==> config.mk <==
export PLATFORM = sky130hd
export DESIGN_NAME = mpq_cell
export DESIGN_NICKNAME = d
export VERILOG_FILES = /design/src/hdl/mpq_pkg.sv /design/src/hdl/mpq_cell.sv
export SDC_FILE = /design/constraint.sdc
export NUM_CORES = 1
export LEC_CHECK = 0
export BUFFER_PORTS_ARGS = -buffer_cell sky130_fd_sc_hd__buf_2
export CAP_MARGIN = 15
export CELL_PAD_IN_SITES_DETAIL_PLACEMENT = 1
export CELL_PAD_IN_SITES_GLOBAL_PLACEMENT = 1
export CORE_AREA = 2 2 87 89
export CTS_CLUSTER_SIZE = 8
export DETAILED_ROUTE_END_ITERATION = 10
export DIE_AREA = 0 0 89 91
export HOLD_SLACK_MARGIN = 0.02
export PLACE_DENSITY = 0.85
export SLEW_MARGIN = 15
export SYNTH_ARGS = -nofsm -noshare
export SYNTH_HDL_FRONTEND = slang
export SYNTH_SLANG_ARGS = --single-unit
==> constraint.sdc <==
create_clock -name clk -period 7.44 [get_ports clk]
set_input_delay 1.488 -clock clk [delete_from_list [all_inputs] [get_ports clk]]
set_output_delay 1.488 -clock clk [all_outputs]
set_load 0.05 [all_outputs]
==> src/hdl/mpq_pkg.sv <==
`timescale 1ns / 1ps

package mpq_pkg;

    localparam int CAPACITY   = 64;
    localparam int DATA_WIDTH = 32;
    localparam int CNT_W      = $clog2(CAPACITY + 1);

    localparam int OP_W       = 1;
    localparam int VALUE_W    = 32;
    localparam int MAX_W      = 32;
    localparam int COUNT_W    = 7;
    localparam int ERR_W      = 2;

    typedef logic [DATA_WIDTH-1:0] data_t;
    typedef logic [CNT_W-1:0]      count_t;

    typedef enum logic [OP_W-1:0] {
        OP_INSERT = 1'b0,
        OP_REMOVE = 1'b1
    } op_t;

    typedef enum logic [ERR_W-1:0] {
        ERR_OK    = 2'd0,
        ERR_FULL  = 2'd1,
        ERR_EMPTY = 2'd2
    } err_t;

    // Broadcast from the controller to every cell of the chain.
    typedef struct packed {
        logic  shift_in;    // insert new_value at its sorted place
        logic  shift_out;   // drop the head, move every entry up by one
        data_t new_value;
    } cell_cmd_t;

endpackage

==> src/hdl/mpq_cell.sv <==
`timescale 1ns / 1ps

module mpq_cell (
    input  logic                  clk,
    input  mpq_pkg::cell_cmd_t    cmd,
    input  logic                  occupied,
    input  logic                  upper_ge,
    input  mpq_pkg::data_t        upper_value,
    input  mpq_pkg::data_t        lower_value,
    output mpq_pkg::data_t        value_reg,
    output logic                  ge
);

    mpq_pkg::data_t value_next;

    // Held value ranks at or above the new word; entries sit in descending order.
    assign ge = occupied && (value_reg >= cmd.new_value);

    always_comb
    begin
        value_next = value_reg;
        if (cmd.shift_in && !ge)
        begin
            if (upper_ge)
                value_next = cmd.new_value;
            else
                value_next = upper_value;
        end
        else if (cmd.shift_out)
        begin
            value_next = lower_value;
        end
    end

    always_ff @(posedge clk)
    begin
        value_reg <= value_next;
    end

endmodule

==> impl_results.md, run 1 <==
* Outcome: complete, no violations
* Post-layout worst setup margin at 2.73 ns
* Capturing element type of the critical path: primary output
* Number of gates resized after CTS at 0
* Final TNS setup at 0 ns
* Startpoint-to-endpoint class of the critical path: in -> out
* Std-Cell Rows at 31
* Maximum buffer depth of the clock tree at 2
* Uppermost signal routing layer after detailed routing: met4
* GP Congestion at 0.711
* Aggregate routed wire length at 7.17 mm
* Multi-input gate area at 1430 µm²
* Critical path's top delay family: simple AND/OR/NAND/NOR gates
* Total number of clock tree sinks at 32
* Number of buffers added on ports at 133
* Seq/Total Area, Yosys at 37.4%
* Mapped Nets at 353
* Vias in the first global route at 2451
* Setup crit start kind: primary input
* Post-detailed-route DRC marker count at 0
* Critical Path Start: cmd[30]
* Sequence of cells on the critical path: buf_2, inv_1, ha_1, nand4_1, nor4_1, nand2_1, o211ai_1, a22o_1, buf_2
* Synth warn at 0
* Clock Skews at 0.00775 ns
* Final nets at 487
* Maximum Capacitance Violations at 0
* Area delta synth->final at 32.4%
* H-tree levels at 2
* Wire length of the first global-routing pass at 11.5 mm
* Antenna Diode Count at 0
* Register area at 961 µm²
* Final setup violation count at 0
* Placement-stage worst setup slack at 2.74 ns
* CP bufs+invs at 3
* Met2 wire length at 3.96 mm
* Number of synthesized register bits at 32
* Routed length on met3 at 369 µm
* Post-synthesis cell count at 220
* Worst-path clk slew at 0.07 ns
* Distinct cell type count after synthesis at 27
* Maximum fanout along the worst path at 3
* Largest register FFs at 32
* CP peak stage delay at 0.38 ns
* Synthesized cell area at 2570 µm²
* Metal1 wirelength at 2.69 mm
* Cell area reported after detailed placement at 3320 µm²
* Area fraction of the dominant cell type after synthesis at 37.4%
* Number of buffers created by CTS at 5
* Routed length per instance at 15.8 µm
* Final hold slack at 1.48 ns
* Power density over the cells at 185 nW/µm²
* CP Data Required Time at 5.95 ns
* Worst hold path class: reg -> reg
* Maximum vdd ir drop at 72.6 µV
* Worst endpoint data arrival time at 3.22 ns
* Standby leakage power at 1.67 nW
* Capturing point of the worst reg2reg path: value_reg[23]
* Max Freq at 212 MHz
* Die outline width at 89 µm
* Total number of vias at 2182
* Post-synthesis area per instance at 11.7 µm²
* Beginning of the worst hold path: value_reg[15]
* Placeable core region at 7140 µm²
* Shortest period the worst path allows at 4.71 ns
* Hold worst-path end: value_reg[30]
* Worst max-slew margin expressed relative to the limit at 46.7%
* Number of hold violations in the final report at 0
* RSZ-0062 raised after global routing: no
* Detailed placement HPWL at 5.92 mm
* Critical Path Most Common Cell: sky130_fd_sc_hd__buf_2
* Most area-consuming cells after synthesis: sky130_fd_sc_hd__edfxtp_1 (37%), sky130_fd_sc_hd__mux2_2 (28%), sky130_fd_sc_hd__ha_1 (16%)
* Clock root cell: sky130_fd_sc_hd__clkbuf_8
* Period utilisation layout at 63.3%
* DR vias/cell at 4.81
* Cell count of the worst hold path at 8
* Number of detailed-route iterations in the first pass at 4
* Fill cell count at 878
* TritonCTS clock tree: yes
* Clock insertion delay at the later pin of the skew report at 0.28 ns
* Effective utilization at floorplan at 36.0%
* Setup Buffers After CTS at 0
* Quantity of hold-fixing buffers added after cts at 0
* Drt first-iter violations at 42
* Maximum number of pins on one net before global-route repair at 34
* Area of all placed cells without fillers at 3400 µm²
* R2r setup slk at 4.03 ns
* Number of max-slew violations in the final report at 0
* Post-DRT Antenna Nets at 0
* Area leader, netlist: sky130_fd_sc_hd__edfxtp_1
* Antenna violations before repair at 0
* Worst-path cell with the longest stage delay: sky130_fd_sc_hd__nor4_1
* R2r worst-path depth at 8
* Launch point of the worst reg-to-reg path: value_reg[30]
* Total gr overflow at 0
* Tot GR Track Use at 18.3%
* Number of top-level pins at 134
* Share of post-route cells with drive strength above 1 at 58.9%
* DIE AREA at 8100 µm²
* Die boundary height at 91 µm
* Worst Tran Pin Value at 0.800 ns
Yosys cell counts:
master,n
sky130_fd_sc_hd__a2111oi_2,1
sky130_fd_sc_hd__a221oi_1,1
sky130_fd_sc_hd__a211oi_1,1
sky130_fd_sc_hd__o311a_1,1
sky130_fd_sc_hd__buf_6,3
sky130_fd_sc_hd__nor2_1,4
sky130_fd_sc_hd__inv_1,34
sky130_fd_sc_hd__nand2_1,10
sky130_fd_sc_hd__and4_1,1
sky130_fd_sc_hd__a21o_1,1
sky130_fd_sc_hd__a22o_1,1
sky130_fd_sc_hd__clkbuf_1,4
sky130_fd_sc_hd__or2_2,1
sky130_fd_sc_hd__nor4_1,2
sky130_fd_sc_hd__nand3_1,2
sky130_fd_sc_hd__nand2b_1,1
sky130_fd_sc_hd__nand4_1,3
sky130_fd_sc_hd__mux2_2,64
sky130_fd_sc_hd__a21oi_1,12
sky130_fd_sc_hd__o21ai_2,1
sky130_fd_sc_hd__o21ai_0,4
sky130_fd_sc_hd__ha_1,32
sky130_fd_sc_hd__o211ai_1,1
sky130_fd_sc_hd__a221oi_4,1
sky130_fd_sc_hd__and3_1,1
sky130_fd_sc_hd__o21a_1,1
sky130_fd_sc_hd__edfxtp_1,32
report_power, final:
part	switching [mW]	total, mW	internal, mW
Combinational	0.161	0.257	0.0966
Clock	0.0677	0.131	0.0635
Sequential	0.0120	0.240	0.228
Total	0.241	0.629	0.388
cells in the final DEF (no fill, tap or decap), types with 2 or more instances in the layout:
cell type	count
sky130_fd_sc_hd__edfxtp_1	32
sky130_fd_sc_hd__clkbuf_8	5
sky130_fd_sc_hd__nand4_1	3
sky130_fd_sc_hd__nor4_1	2
sky130_fd_sc_hd__buf_2	133
sky130_fd_sc_hd__ha_1	32
sky130_fd_sc_hd__inv_1	34
sky130_fd_sc_hd__a21oi_1	12
sky130_fd_sc_hd__nand3_1	2
sky130_fd_sc_hd__o21ai_0	4
sky130_fd_sc_hd__clkinv_2	2
sky130_fd_sc_hd__mux2_2	64
sky130_fd_sc_hd__nor2_1	4
sky130_fd_sc_hd__nand2_1	10
kinds of logic after synthesis:
kind of cell               count (synthesis)  share of synthesized area (%)
and+or+nand+nor                           25                           4.73
muxes                                     64                           28.1
DFF                                       32                           37.4
adders and majority gates                 32                           15.6
AOI/OAI and AO/OA                         26                           7.31
buffers and inverters                     41                           6.87
cell type report:
class                   instances  share of cell area, %
clock buffers                   5                   2.03
well taps                      99                   3.65
inverters                      34                   3.76
multi-input cells             147                   42.1
clock inverters                 3                  0.405
repair buffers                134                   19.8
flip-flops and latches         32                   28.3
stage by stage:
stage / util, % / power (mW) / std cells
5_1_grt: 47.6 / 0.668 / 454
3_5_place_dp: 46.5 / 0.505 / 446
6_report: 47.6 / 0.629 / 454
3_3_place_gp: 46.5 / 0.492 / 446
4_1_cts: 47.6 / 0.637 / 454
2_1_floorplan: - / 0.426 / 220
worst max path at each step:
stage	to	slack, ns	cells after the start
2_1_floorplan	ge	2.96	7
3_3_place_gp	ge	2.80	9
3_5_place_dp	ge	2.74	9
4_1_cts	ge	2.72	9
5_1_grt	ge	2.52	9
6_report	ge	2.73	9
worst register-to-register path: stages, from the launching register on:
cell                       delay, ns
sky130_fd_sc_hd__edfxtp_1       0.41
sky130_fd_sc_hd__ha_1           0.33
sky130_fd_sc_hd__a21oi_1        0.17
sky130_fd_sc_hd__nand2_1        0.08
sky130_fd_sc_hd__a221oi_1       0.32
sky130_fd_sc_hd__o211ai_1       0.22
sky130_fd_sc_hd__a221oi_4       0.32
sky130_fd_sc_hd__buf_4          0.44
sky130_fd_sc_hd__or2_2          0.74
routing by layer:
layer,global-route usage [%],vias up
met5,0,-
met1,19.8,1025
met2,35.0,75
met4,5.97,0
li1,-,1069
met3,3.00,13
(Power assumes the default switching activity.)
==> run 2: changes to the inputs <==
Settings changed: CORE_AREA 2 2 87 89 to 2 2 90 92, DIE_AREA 0 0 89 91 to 0 0 92 94, PLACE_DENSITY 0.85 to 0.8.
Clock period 7.44 ns to 4.5 ns, I/O delays scaled along.
==> run 2 against run 1 <==
  * Cell count increased by 0.88%
  * Critical path depth unchanged
  * Worst setup slack lost 1.8 ns
  * Largest power group unchanged
  * Non-clock buffer count is 2 higher
  * Sequential power grew 66%
  * Largest cell class unchanged
  * Register-to-register slack worse by 2.4 ns
  * Critical endpoint unchanged
  * Clock skew is 0.0020 ns lower
  * Clock power rose by 60%
==> impl_results.md, run 2 (synthesis gave the netlist of run 1 again) <==
* DR vias/cell at 4.79 (-0.33%)
* Placed cell count at 451 (+1.1%)
* Sequence of cells on the critical path: buf_2, inv_1, ha_1, nand4_1, nor4_1, nand2_1, o211ai_1, a22o_1, buf_2
* CP bufs+invs at 3 (unchanged)
* Launch point of the worst reg-to-reg path: value_reg[30]
* Share of post-route cells with drive strength above 1 at 59.0% (+0.12 points)
* Die outline width at 92 µm (+3.4%)
* Max Freq at 280 MHz
* Std-Cell Rows at 32 (+3.2%)
* Vias in the first global route at 2598 (+6.0%)
* Maximum vdd ir drop at 127 µV (+75%)
* Worst max-slew margin expressed relative to the limit at 48.9% (+2.3 points)
* Post-DRT Antenna Nets at 0 (unchanged)
* Final nets at 489 (+0.41%)
* R2r worst-path depth at 9 (+1)
* Largest register FFs at 32 (unchanged)
* Clock Skews at 0.00571 ns (-0.00204 ns)
* Placeable core region at 7610 µm² (+6.6%)
* Number of hold violations in the final report at 0 (unchanged)
* DIE AREA at 8650 µm² (+6.8%)
* Most common cell after layout, fill and taps aside: sky130_fd_sc_hd__buf_2
* Critical path's top delay family: simple AND/OR/NAND/NOR gates
* Detailed placement HPWL at 6.15 mm (+3.9%)
* Maximum buffer depth of the clock tree at 2 (unchanged)
* Startpoint-to-endpoint class of the critical path: in -> out
* Effective utilization at floorplan at 33.7% (-2.2 points)
* Number of gates resized after CTS at 0 (unchanged)
* Final TNS setup at 0 ns (unchanged)
* Worst Tran Pin Value at 0.766 ns (-0.0342 ns)
* Setup crit start kind: primary input
* RSZ-0062 raised after global routing: no
* Final hold slack at 0.921 ns (-0.560 ns)
* Clock root cell: sky130_fd_sc_hd__clkbuf_8
* CP Data Required Time at 3.60 ns (-2.35 ns)
* Antenna violations before repair at 0 (unchanged)
* Beginning of the worst hold path: lower_value[18]
* Number of top-level pins at 134 (unchanged)
* Standby leakage power at 1.68 nW (+0.63%)
* GP Congestion at 0.777 (+9.2%)
* Most used cells in the layout excluding fill and tap cells: sky130_fd_sc_hd__buf_2 (133), sky130_fd_sc_hd__mux2_2 (64), sky130_fd_sc_hd__inv_1 (34), sky130_fd_sc_hd__ha_1 (32), sky130_fd_sc_hd__edfxtp_1 (32)
* Total gr overflow at 0 (unchanged)
* H-tree levels at 2 (unchanged)
* Cell count of the worst hold path at 2 (-6)
* Clock insertion delay at the later pin of the skew report at 0.28 ns (about the same)
* Worst-path clk slew at 0.07 ns (about the same)
* Design Power at 1.04 mW (+65%)
* CP peak stage delay at 0.40 ns (+0.02 ns)
* Worst hold path class: in -> reg
* Capturing point of the worst reg2reg path: value_reg[17]
* Capturing element type of the critical path: primary output
* Setup Buffers After CTS at 0 (unchanged)
* Number of max-slew violations in the final report at 0 (unchanged)
* Power density over the cells at 303 nW/µm² (+64%)
* Maximum Capacitance Violations at 0 (unchanged)
* Outcome: complete, no violations
* Number of buffers added on ports at 133 (unchanged)
* Die boundary height at 94 µm (+3.3%)
* Maximum fanout along the worst path at 3 (unchanged)
* Antenna Diode Count at 0 (unchanged)
* Total number of clock tree sinks at 32 (unchanged)
* Number of buffers created by CTS at 5 (unchanged)
* Fill cell count at 920 (+4.8%)
* Post-detailed-route DRC marker count at 0 (unchanged)
* Critical Path Most Common Cell: sky130_fd_sc_hd__buf_2
* Routed length per instance at 16.0 µm (+1.4%)
* Aggregate routed wire length at 7.33 mm (+2.3%)
* R2r setup slk at 1.61 ns (-2.42 ns)
* Area delta synth->final at 33.4%
* Maximum number of pins on one net before global-route repair at 33 (-2.9%)
* Wire length of the first global-routing pass at 12.1 mm (+4.7%)
* Number of detailed-route iterations in the first pass at 3 (-1)
* Post-route insts no fill at 458 (+0.88%)
* Post-layout worst setup margin at 0.928 ns (-1.80 ns)
* Total number of vias at 2194 (+0.55%)
* Hold worst-path end: value_reg[18]
* Quantity of hold-fixing buffers added after cts at 0 (unchanged)
* Shortest period the worst path allows at 3.57 ns
* Drt first-iter violations at 29 (-31%)
* Final setup violation count at 0 (unchanged)
* Worst endpoint data arrival time at 2.67 ns (-0.55 ns)
* Placement-stage worst setup slack at 0.909 ns (-1.83 ns)
* TritonCTS clock tree: yes
* Period utilisation layout at 79.4%
* Tot GR Track Use at 17.6% (-0.68 points)
* Worst-path cell with the longest stage delay: sky130_fd_sc_hd__nor4_1
## run 2: changes by cell type in the layout (fill, tap and decap cells not counted), sizes merged
cell    change
buf         +2
clkbuf      +1
clkinv      -2
## run 2: stage by stage
step | area [µm²] | util, %
final | 3420 | 45.0
after global routing | 3420 | 45.0
after CTS | 3420 | 45.0
after detailed placement | 3350 | 44.0
after global placement | 3350 | 44.0
after floorplan | 2570 | -
## run 2: how the worst max path moves through the flow
| stage | startpoint | to | slack [ns] | depth (start not counted) |
|---|---|---|---|---|
| 3_3_place_gp | cmd[21] | value_reg[6] | 1.0 | 11 |
| 2_1_floorplan | cmd[30] | value_reg[0] | 1.14 | 9 |
| 4_1_cts | cmd[30] | ge | 0.90 | 9 |
| 5_1_grt | cmd[30] | ge | 0.79 | 9 |
| 6_report | cmd[30] | ge | 0.93 | 9 |
| 3_5_place_dp | cmd[30] | ge | 0.91 | 9 |
## run 2: power by group
| group | total, mW | leakage [nW] | internal [mW] | switching (mW) |
|---|---|---|---|---|
| clock | 0.210 | 0.0410 | 0.105 | 0.105 |
| combinational | 0.430 | 1.31 | 0.163 | 0.267 |
| sequential | 0.398 | 0.323 | 0.377 | 0.0210 |
| total | 1.04 | 1.68 | 0.645 | 0.393 |
## run 2: cell type report
cell class / count / area (µm²) / share of cell area [%]
repair buffers: 136 / 701 / 20.5
clock buffers: 6 / 72.6 / 2.12
flip-flops and latches: 32 / 961 / 28.1
clock inverters: 1 / 5.00 / 0.146
multi-input cells: 147 / 1430 / 41.8
inverters: 34 / 128 / 3.73
well taps: 102 / 128 / 3.73
## run 2: metal layers
| metal | wire, µm | global-route usage (%) | up-vias |
|---|---|---|---|
| li1 | - | - | 1074 |
| met1 | 2700 | 18.1 | 1031 |
| met5 | 0 | 0 | - |
| met3 | 466 | 4.49 | 13 |
| met2 | 4000 | 34.1 | 76 |
| met4 | 168 | 6.84 | 0 |
==> run 3: changes to the inputs <==
Settings changed: CORE_AREA 2 2 90 92 to 2 2 95 97, DIE_AREA 0 0 92 94 to 0 0 97 99, PLACE_DENSITY 0.8 to 0.76.
Clock period 4.5 ns to 3 ns, I/O delays scaled along.
==> run 3 against run 2 <==
  * Non-clock buffer count rose by 2
  * Sequential power rose by 50%
  * Core utilization fell by 4.2 points
  * Critical path type unchanged
  * Wire length fell by 2.0%
  * Cell count rose by 2.0%
  * Largest power group unchanged
  * Clock power rose by 55%
  * Worst setup slack got worse by 0.79 ns
  * Clock-buffer cell count fell by 1
  * Cell area rose by 1.9%
==> impl_results.md, run 3 (synthesis gave the netlist of run 1 again) <==
* Die outline width at 97 µm (+5.4%)
* Std-Cell Rows at 34 (+6.3%)
* Placeable core region at 8550 µm² (+12%)
* Effective utilization at floorplan at 30.0% (-3.7 points)
* Total number of clock tree sinks at 32 (unchanged)
* Critical Path Start: cmd[21]
* Post-DRT Antenna Nets at 0 (unchanged)
* Aggregate routed wire length at 7.19 mm (-2.0%)
* Capturing element type of the critical path: primary output
* Area of all placed cells without fillers at 3490 µm² (+1.9%)
* Wire length of the first global-routing pass at 11.6 mm (-3.5%)
* Placed cell count at 459 (+1.8%)
* Maximum buffer depth of the clock tree at 2 (unchanged)
* Final TNS setup at 0 ns (unchanged)
* Vias in the first global route at 2411 (-7.2%)
* Total gr overflow at 0 (unchanged)
* Area delta synth->final at 35.9%
* Launch point of the worst reg-to-reg path: value_reg[23]
* Maximum number of pins on one net before global-route repair at 33 (unchanged)
* Clock root cell: sky130_fd_sc_hd__clkbuf_8
* Uppermost signal routing layer after detailed routing: met4
* Die boundary height at 99 µm (+5.3%)
* Clock insertion delay at the later pin of the skew report at 0.28 ns (about the same)
* Post-detailed-route DRC marker count at 0 (unchanged)
* Maximum fanout along the worst path at 2 (-1)
* Beginning of the worst hold path: lower_value[26]
* Detailed placement HPWL at 6.00 mm (-2.4%)
* Relative contribution of sequential cells to total power at 37.9% (-0.4 points)
* Startpoint-to-endpoint class of the critical path: in -> out
* GP Congestion at 0.770 (-0.85%)
* Setup crit start kind: primary input
* Clock Skews at 0.00377 ns (-0.00194 ns)
* Fill cell count at 982 (+6.7%)
* Power share of the clock group at 20.7% (+0.4 points)
* TritonCTS clock tree: yes
* Maximum Capacitance Violations at 0 (unchanged)
* Final nets at 491 (+0.41%)
* CP Data Required Time at 2.40 ns (-1.20 ns)
* Setup Buffers After CTS at 0 (unchanged)
* DIE AREA at 9600 µm² (+11%)
* Worst max-slew margin expressed relative to the limit at 47.8% (-1.2 points)
* Share of post-route cells with drive strength above 1 at 59.6% (+0.62 points)
* Standby leakage power at 1.70 nW (+1.5%)
* Switching share of power at 38.0% (+0.15 points)
* Antenna Diode Count at 0 (unchanged)
* CP peak stage delay at 0.30 ns (-0.10 ns)
* Internal power summed over all cells at 0.975 mW (+51%)
* H-tree levels at 2 (unchanged)
* Power density over the cells at 451 nW/µm² (+49%)
* Worst-path cell with the longest stage delay: sky130_fd_sc_hd__ha_1
* Number of hold violations in the final report at 0 (unchanged)
* Largest register FFs at 32 (unchanged)
* Number of detailed-route iterations in the first pass at 4 (+1)
* Worst-path clk slew at 0.07 ns (about the same)
* Share of total power in combinational logic at 41.4% (about the same)
* Final hold slack at 0.620 ns (-0.301 ns)
* Routed length per instance at 15.4 µm (-3.9%)
* Number of top-level pins at 134 (unchanged)
* Switching component of the power at 0.598 mW (+52%)
* Routed length on met3 at 415 µm (-11%)
* Outcome: complete, no violations
* Worst hold path class: in -> reg
* Antenna violations before repair at 0 (unchanged)
* Sequence of cells on the critical path: buf_2, inv_1, ha_1, a21oi_1, o21ai_0, a221oi_1, o211ai_1, a22o_1, buf_4
* Number of buffers added on ports at 133 (unchanged)
* Tot GR Track Use at 15.1% (-2.5 points)
* Worst endpoint data arrival time at 2.27 ns (-0.40 ns)
* Max Freq at 349 MHz
* Shortest period the worst path allows at 2.87 ns
* Placement-stage worst setup slack at -0.123 ns (-1.03 ns)
* Post-route insts no fill at 467 (+2.0%)
* DR vias/cell at 4.64 (-3.2%)
* Metal1 wirelength at 2.81 mm (+4.2%)
* Number of max-slew violations in the final report at 0 (unchanged)
* Most common cell after layout, fill and taps aside: sky130_fd_sc_hd__buf_2
* Cell area reported after detailed placement at 3400 µm² (+1.5%)
* Period utilisation layout at 95.5%
* Post-layout worst setup margin at 0.134 ns (-0.794 ns)
* Maximum vdd ir drop at 153 µV (+20%)
* Most used cells in the layout excluding fill and tap cells: sky130_fd_sc_hd__buf_2 (132), sky130_fd_sc_hd__mux2_2 (64), sky130_fd_sc_hd__inv_1 (34), sky130_fd_sc_hd__ha_1 (32), sky130_fd_sc_hd__edfxtp_1 (32)
* Worst Tran Pin Value at 0.784 ns (+0.0178 ns)
* Total number of vias at 2166 (-1.3%)
* Met2 wire length at 3.92 mm (-2.1%)
* Drt first-iter violations at 37 (+28%)
* RSZ-0062 raised after global routing: no
* Number of buffers created by CTS at 5 (unchanged)
* Final setup violation count at 0 (unchanged)
-- run 3: changes by cell type in the layout (fill, tap and decap cells not counted), sizes merged --
cell    before  now
clkbuf       6    5
clkinv       1    3
buf        136  138
-- run 3: worst max-delay path, delay by kind of cell --
family                   cells  cell delay, ns
buffers and inverters        3            0.32
adder cells (fa/ha/maj)      1            0.30
AO/OA/AOI/OAI                5            1.04
-- run 3: stage by stage --
stage	total power, mW	util, %
after global routing	1.67	40.8
after global placement	1.24	39.7
final	1.57	40.8
after floorplan	1.06	-
after CTS	1.60	40.7
after detailed placement	1.26	39.7
-- run 3: power groups by stage --
stage	Clock [mW]	Combinational (mW)	Sequential, mW
finish	0.325	0.652	0.596
floorplan	0	0.264	0.792
global placement	0	0.640	0.605
CTS	0.343	0.659	0.598
global route	0.361	0.709	0.604
detailed placement	0	0.656	0.608
-- run 3: path summary, 6_finish.rpt --
kind / end / slack [ns] / cells past startpoint
setup reg to reg: value_reg[12] / 0.24 / 8
hold reg to reg: value_reg[11] / 1.33 / 6
hold / removal: value_reg[26] / 0.62 / 2
setup / recovery: ge / 0.13 / 9
-- run 3: area by class of cell --
| type | count | area (µm²) | area share (%) |
|---|---|---|---|
| Clock inverter | 3 | 13.8 | 0.395 |
| Tap cell | 108 | 135 | 3.87 |
| Timing Repair Buffer | 138 | 743 | 21.3 |
| Clock buffer | 5 | 68.8 | 1.97 |
| Multi-Input combinational cell | 147 | 1440 | 41.2 |
| Sequential cell | 32 | 961 | 27.5 |
| Inverter | 34 | 128 | 3.66 |
-- run 3: routing by layer --
metal / GRT usage (%) / vias to the layer above
li1: - / 1081
met1: 16.9 / 1011
met2: 28.9 / 69
met3: 3.55 / 5
met4: 3.68 / 0
met5: 0 / -
-- run 3: repair_timing --
item | in CTS | in global routing
resized for setup | 0 | 3
hold buffers | 0 | 0
setup endpoints to repair | 0 | 1
